$ cat src/sv/wlru_pkg.sv
// ---------------------------------------------------------------------------
// wlru_pkg
// Shared types, field widths and defaults for the weighted LRU victim selector.
// ---------------------------------------------------------------------------
package wlru_pkg;

  // Default geometry
  localparam int SETS_DEF        = 64;
  localparam int WAYS_DEF        = 8;
  localparam int WEIGHT_BITS_DEF = 16;

  // Fixed channel field widths
  localparam int SET_W  = 6;
  localparam int WAY_W  = 3;
  localparam int OCC_W  = 16;
  localparam int TIME_W = 32;
  localparam int VWAY_W = 3;

  // Request opcodes
  typedef enum logic [0:0] {
    OP_TOUCH  = 1'b0,
    OP_VICTIM = 1'b1
  } op_t;

  // Controller states
  typedef enum logic [2:0] {
    ST_CLEAR,
    ST_IDLE,
    ST_READ,
    ST_REDUCE,
    ST_OUT
  } state_t;

  // Controller to datapath commands
  typedef struct packed {
    logic clr_wr;      // write zeros to the row under the clear counter
    logic acc_touch;   // touch transfer this cycle
    logic acc_victim;  // victim transfer this cycle, row read issued
    logic load_row;    // load comparator array from the read row
    logic reduce;      // one comparator level
    logic load_out;    // load the result register
  } ctrl_cmd_t;

  // Datapath to controller status
  typedef struct packed {
    logic clr_last;    // clear counter is on the last row
  } ctrl_stat_t;

endpackage

$ cat src/sv/wlru_ctrl.sv
// ---------------------------------------------------------------------------
// wlru_ctrl
// Controller: clear sweep, request acceptance, reduction sequencing and
// result valid.
// ---------------------------------------------------------------------------
module wlru_ctrl import wlru_pkg::*; #(
  parameter int WAYS = WAYS_DEF
) (
  input  logic       clk,
  input  logic       rst_n,
  input  logic       in_valid,
  input  op_t        in_op,
  output logic       in_ready,
  output logic       out_valid,
  input  logic       out_ready,
  input  ctrl_stat_t stat,
  output ctrl_cmd_t  cmd
);

  localparam int LVLS   = $clog2(WAYS);
  localparam int STEP_W = $clog2(LVLS + 1);

  state_t            state_r, state_nxt;
  logic [STEP_W-1:0] step_r, step_nxt;
  logic              out_valid_r, out_valid_nxt;
  logic              out_free;
  logic              last_step;

  assign out_free  = !out_valid_r || out_ready;
  assign last_step = step_r == STEP_W'(LVLS - 1);

  // Next state
  always_comb begin
    state_nxt = state_r;
    case (state_r)
      ST_CLEAR:  if (stat.clr_last) state_nxt = ST_IDLE;
      ST_IDLE:   if (in_valid && in_op == OP_VICTIM) state_nxt = ST_READ;
      ST_READ:   state_nxt = ST_REDUCE;
      ST_REDUCE: if (last_step) state_nxt = ST_OUT;
      ST_OUT:    if (out_free) state_nxt = ST_IDLE;
      default:   state_nxt = ST_CLEAR;
    endcase
  end

  // Outputs and commands
  always_comb begin
    in_ready = 1'b0;
    cmd      = '0;
    case (state_r)
      ST_CLEAR: begin
        cmd.clr_wr = 1'b1;
      end
      ST_IDLE: begin
        in_ready       = 1'b1;
        cmd.acc_touch  = in_valid && in_op == OP_TOUCH;
        cmd.acc_victim = in_valid && in_op == OP_VICTIM;
      end
      ST_READ: begin
        cmd.load_row = 1'b1;
      end
      ST_REDUCE: begin
        cmd.reduce = 1'b1;
      end
      ST_OUT: begin
        cmd.load_out = out_free;
      end
      default: begin
        in_ready = 1'b0;
      end
    endcase
  end

  // Step counter and result valid
  assign step_nxt      = (state_r == ST_REDUCE) ? step_r + 1'b1 : '0;
  assign out_valid_nxt = cmd.load_out ? 1'b1 : (out_ready ? 1'b0 : out_valid_r);
  assign out_valid     = out_valid_r;

  always_ff @(posedge clk) begin
    if (!rst_n) begin
      state_r     <= ST_CLEAR;
      step_r      <= '0;
      out_valid_r <= 1'b0;
    end else begin
      state_r     <= state_nxt;
      step_r      <= step_nxt;
      out_valid_r <= out_valid_nxt;
    end
  end

`ifndef SYNTHESIS
  // A result is never loaded over one that has not been transferred
  a_load_free: assert property (@(posedge clk) disable iff (!rst_n)
    cmd.load_out |-> (!out_valid_r || out_ready))
    else $error("result register overwritten before transfer");

  // A victim request always starts the row read sequence
  a_victim_read: assert property (@(posedge clk) disable iff (!rst_n)
    (in_valid && in_ready && in_op == OP_VICTIM) |=> state_r == ST_READ)
    else $error("victim request did not start a row read");

  // Result valid only rises out of the output state
  a_valid_src: assert property (@(posedge clk) disable iff (!rst_n)
    $rose(out_valid_r) |-> $past(state_r == ST_OUT))
    else $error("result valid raised outside output state");

  // Reduction never runs past the last comparator level
  a_step_bound: assert property (@(posedge clk) disable iff (!rst_n)
    (state_r == ST_REDUCE) |-> (step_r <= STEP_W'(LVLS - 1)))
    else $error("reduction step counter overran");
`endif

endmodule

$ cat config.mk
export PLATFORM = sky130hd
export DESIGN_NAME = wlru_ctrl
export DESIGN_NICKNAME = d
export VERILOG_FILES = /design/src/sv/wlru_pkg.sv /design/src/sv/wlru_ctrl.sv
export SDC_FILE = /design/constraint.sdc
export NUM_CORES = 1
export LEC_CHECK = 0
export BUFFER_PORTS_ARGS = -buffer_cell sky130_fd_sc_hd__buf_2
export CAP_MARGIN = 25
export CORE_AREA = 4 4 41 43
export CTS_BUF_LIST = sky130_fd_sc_hd__clkbuf_2
export DETAILED_ROUTE_END_ITERATION = 10
export DIE_AREA = 0 0 45 47
export SYNTH_ARGS = -nofsm -noshare
export SYNTH_HDL_FRONTEND = slang
export SYNTH_SLANG_ARGS = --single-unit
$ cat constraint.sdc
create_clock -name clk -period 1.5 [get_ports clk]
set_clock_uncertainty 0.2 [all_clocks]
set_input_delay 0.225 -clock clk [delete_from_list [all_inputs] [get_ports clk]]
set_output_delay 0.225 -clock clk [all_outputs]
set_load 0.01 [all_outputs]
== Word-level counts from Yosys, hierarchy flattened ==
Index checks and enable logic that the tools add are counted.

* Register bits: 6
* Bits in latches: 0
* RAM bits: 0
* Memory bits (read-only): 0
* Output and inout port bits: 8
* Logic and storage cells: 35
* Memories kept: 0

* Add/subtract/negate cells: 1
* Multipliers: 0
* Div/mod/pow operators: 0
* Order comparisons: 0
* Equality and inequality tests: 9
* Shift-type cells: 0
* Mux-type cells: 13
* Bitwise gates (word level): 1
* Reductions and logical operators: 8

{| class="wikitable"
|+ Operators with widths
! kind !! count
|-
| one-hot mux 3 bit (5 select lines) || 1
|-
| two-way mux 3 bit || 4
|-
| != test 2 bit (second input constant) || 4
|-
| two-way mux 1 bit || 7
|-
| == test 3 x 2 -> 1 bit (second input constant) || 2
|-
| AND reduction 4 bit || 1
|-
| == test 3 x 1 -> 1 bit (second input constant) || 1
|-
| == test 3 bit (second input constant) || 1
|-
| logical NOT 3 bit || 1
|-
| adder 2 x 1 -> 2 bit (second input constant) || 1
|-
| == test 2 bit (second input constant) || 1
|-
| logical AND 1 bit || 2
|-
| two-way mux 2 bit || 1
|-
| AND reduction 2 bit || 1
|-
| nonzero test 2 bit || 1
|-
| logical NOT 1 bit || 1
|-
| logical OR 1 bit || 1
|-
| inverter 1 bit || 1
|}

== Depth between registers and ports, before layout ==
* Word-level depth: 4
* Gate-level depth with buffers: 5
* Gate-level depth less buffers: 5

== Worst setup path before layout ==
No wires, ideal clock.

* Path type: register to output
* Start: register state_r[1]
* End: output port cmd[4] (netlist name)
* Data arrival time: 1.035 ns
* Slack: 0.040 ns
* Cell stages (with the launch flop): 4
* Path buffers: 1
* Cell sequence: dfxtp_1 buf_2 or3b_4 nor3b_2

{| class="wikitable"
|+ RTL lines
! element !! RTL line !! RTL
|-
| from (decl) || wlru_ctrl.sv:23 || <nowiki>state_t state_r, state_nxt;</nowiki>
|-
| from (signal assigned) || wlru_ctrl.sv:84 || <nowiki>state_r <= state_nxt;</nowiki>
|-
| to (decl) || wlru_ctrl.sv:17 || <nowiki>output ctrl_cmd_t cmd</nowiki>
|}

==> impl_results.md <==
* CTS sink count at 6
* Total CTS buffers at 3
* Initial Util at around a quarter
* R2R Setup Slk at approximately 0.040 ns
* First-pass GRT wire length at ~1300 um
* DP Worst Slack at 0.08636 ns
* Antenna violations before repair at 0
* Fin crit period at about 1.6 ns
* Clock buffer depth at 2
* Die Width at 45 um
* Simple logic cell fraction of the synthesized area at 36.76%
* Final WL at about 870 um
* Adder-cell share of the synthesized area at between 3 and 4%
* Pwr dens at a little over 700 nW/um^2
* Fin nets at slightly below 70
* Clock-pin transition on the worst setup and hold timing paths at around 0.070 ns
* Post-Syn Area at about 340 um^2
* Final setup fails at 6
* Detail Route Antenna Nets at 0
* Hold Crit Start: rst_n
* Post-Syn Instances at 40
* Worst hold margin at 0.08377 ns
* Fraction of registers with async set/reset at 0%
* Synth Flop Type: dfxtp_1
* Final Slew Violations at 0
* Root Buffer Master: clkbuf_2
* WP data arrival at about 1.2 ns
* Hold Path Sink: step_r[1]$_SDFF_PN0_
* GP Congestion at 0.8044
* Worst r2r src: state_r[0]$_SDFFE_PN0P_
* Crit path max fanout at 3
* Final core occ at between 30% and 40%
* Top cell type's share of synthesized area at between 30% and 40%
* Post-synth EDFFs at 0
* Placed Instances at 67
* Die H at 47 um
* Worst slew margin at 76.68%
* Outcome: finished with violations
* Tightest Hold Check Type: input pin to register
* Period utilization at 109.9%
* Most frequent cells after synthesis: dfxtp_1 (6), nand2_1 (6), nor2_1 (4)
* Register area share after synthesis at a little over a third
* Die area at 2115 um^2
* Largest net degree at the start of global routing at 10
* Avg Vias per Cell at about 4.6
* Avg Inst Size Synth at between 8 and 9 um^2
* Clk_lat worst skew at between 0.2 and 0.25 ns
* Io pins at 14
* Setup total negative slack at -0.5263 ns
* Post-DP Area at slightly above 400 um^2
* Max Clk Rate at roughly 610 MHz
* Synth Area in XOR/XNOR at 0%
* Largest family of logic cells by synthesized area: simple AND/OR/NAND/NOR gates
* CTS tree: built
* FF-to-FF path depth at 6
* Total number of vias at between 300 and 400
* CP required at between 1 and 1.5 ns
* Total Power at 367.4 uW
* Critical Path Start Type: register
* Number of global-route vias before repair at between 300 and 400
* Worst IR Drop VDD at ~0.32 mV
* I/O Buffers at 13
* Leak at roughly 0.25 nW
* Setup ws final at -0.1480 ns
* Total track usage at under 10%
* Mux cell area share after synthesis at 0%
* Worst Tran Pin Value at 0.3452 ns
* Hold_buf cts at 0
* Number of synthesized register bits at 6
* Final Non-Filler Cells at 74
* Post-synthesis compound-gate area fraction at about 13%
* Wire length per cell at roughly 12 um
* First drt pass iteration count at 3
* Layout Area Growth over Synthesis at 51.84%
* Max Cap Viol at 0
* RSZ-0062 raised after global routing: true
* Core Area at between 1000 and 1500 um^2
* Total grt overflow at 0
* H-tree Lvls at 1
* Syn. warnings at 0
* Detailed Place HPWL at between 500 and 600 um
* Synth top area cells: dfxtp_1 (35%), nand2_1 (6.6%), buf_4 (4.4%)
* # diodes at 0
* Number of remaining DRC errors at 0
* Site Rows at 13
* DRT iter0 DRCs at 4
* Reg2reg end: state_r[2]$_SDFFE_PN0P_
* Endpoints failing hold at 0
* Post-route design area at about 520 um^2
* Area leader, netlist: dfxtp_1
* Worst setup EP type: primary output
* Hold path depth at 3
* Layout cells sized above 1 at between 60% and 70%
* Crit Path Category: register to primary output
* Syn_nets at between 40 and 50
* Synth unique cells at 23
* Failing checks: negative setup slack
-- worst max-delay path by stage --
stage,from,to,slack (ns)
6_report,state_r[2]$_SDFFE_PN0P_,cmd[4],-0.15
2_1_floorplan,state_r[1]$_SDFFE_PN0P_,cmd[4],0.04
4_1_cts,state_r[2]$_SDFFE_PN0P_,cmd[4],-0.16
3_3_place_gp,state_r[2]$_SDFFE_PN0P_,cmd[4],0.10
3_5_place_dp,state_r[0]$_SDFFE_PN0P_,cmd[4],0.09
5_1_grt,state_r[2]$_SDFFE_PN0P_,cmd[4],-0.25
-- report_power, final --
part / total [mW] / switching [mW] / leakage [nW] / internal [mW]
registers: 0.166 / 0.00197 / 0.0499 / 0.164
clock network: 0.111 / 0.0569 / 0.0125 / 0.0542
logic: 0.0901 / 0.0411 / 0.188 / 0.0490
-- registers in the layout (all words and copies together), names as in the netlist --
register   cells
step_r         2
out_valid      1
state_r        3
-- placed cells by master (no fill, tap or decap) --
master	n
a221oi_2	1
and4b_1	1
nor2b_1	2
nor3b_2	2
dfxtp_2	3
inv_2	1
clkbuf_2	3
a21boi_0	1
nor3b_1	1
o41ai_1	1
nand2_2	1
and3b_2	1
buf_2	11
buf_6	4
nand2_1	5
a21oi_1	1
nor3_2	1
o21ai_0	1
a32oi_2	1
nand2b_1	1
or3b_4	1
inv_1	1
ha_1	1
buf_4	5
dfxtp_1	3
nor2_4	1
nor2_1	4
-- cell type report --
| class | count | area (um^2) |
|---|---|---|
| fillers | 141 | 784.5 |
| multi-input cells | 28 | 214.0 |
| repair buffers | 20 | 137.6 |
| flip-flops and latches | 6 | 123.9 |
| well taps | 15 | 18.77 |
| clock buffers | 3 | 15.01 |
| inverters | 2 | 7.507 |
-- what timing repair did --
item / in CTS / in global routing
setup endpoints to repair: 5 / 6
setup buffers: 2 / 2
pin swaps: 4 / 4
resized for setup: 6 / 9
-- per-layer routing --
metal	global-route usage [%]	routed length, um	vias up
li1	-	-	178
met1	10.71	375	152
met2	14.12	431	8
met3	4.981	59	0
met4	5.263	0	0
met5	0	0	-
-- critical path, cell delays in order, from the launching register on --
cell and delay (ns):
dfxtp_2 0.32, or3b_4 0.40, nor3b_2 0.15, buf_2 0.15
-- logic make-up after synthesis --
family          Yosys count
flops                     6
buf+inv                   6
fa+ha+maj                 1
compound gates            6
simple gates             21
Power figures use the tool's default switching activity.
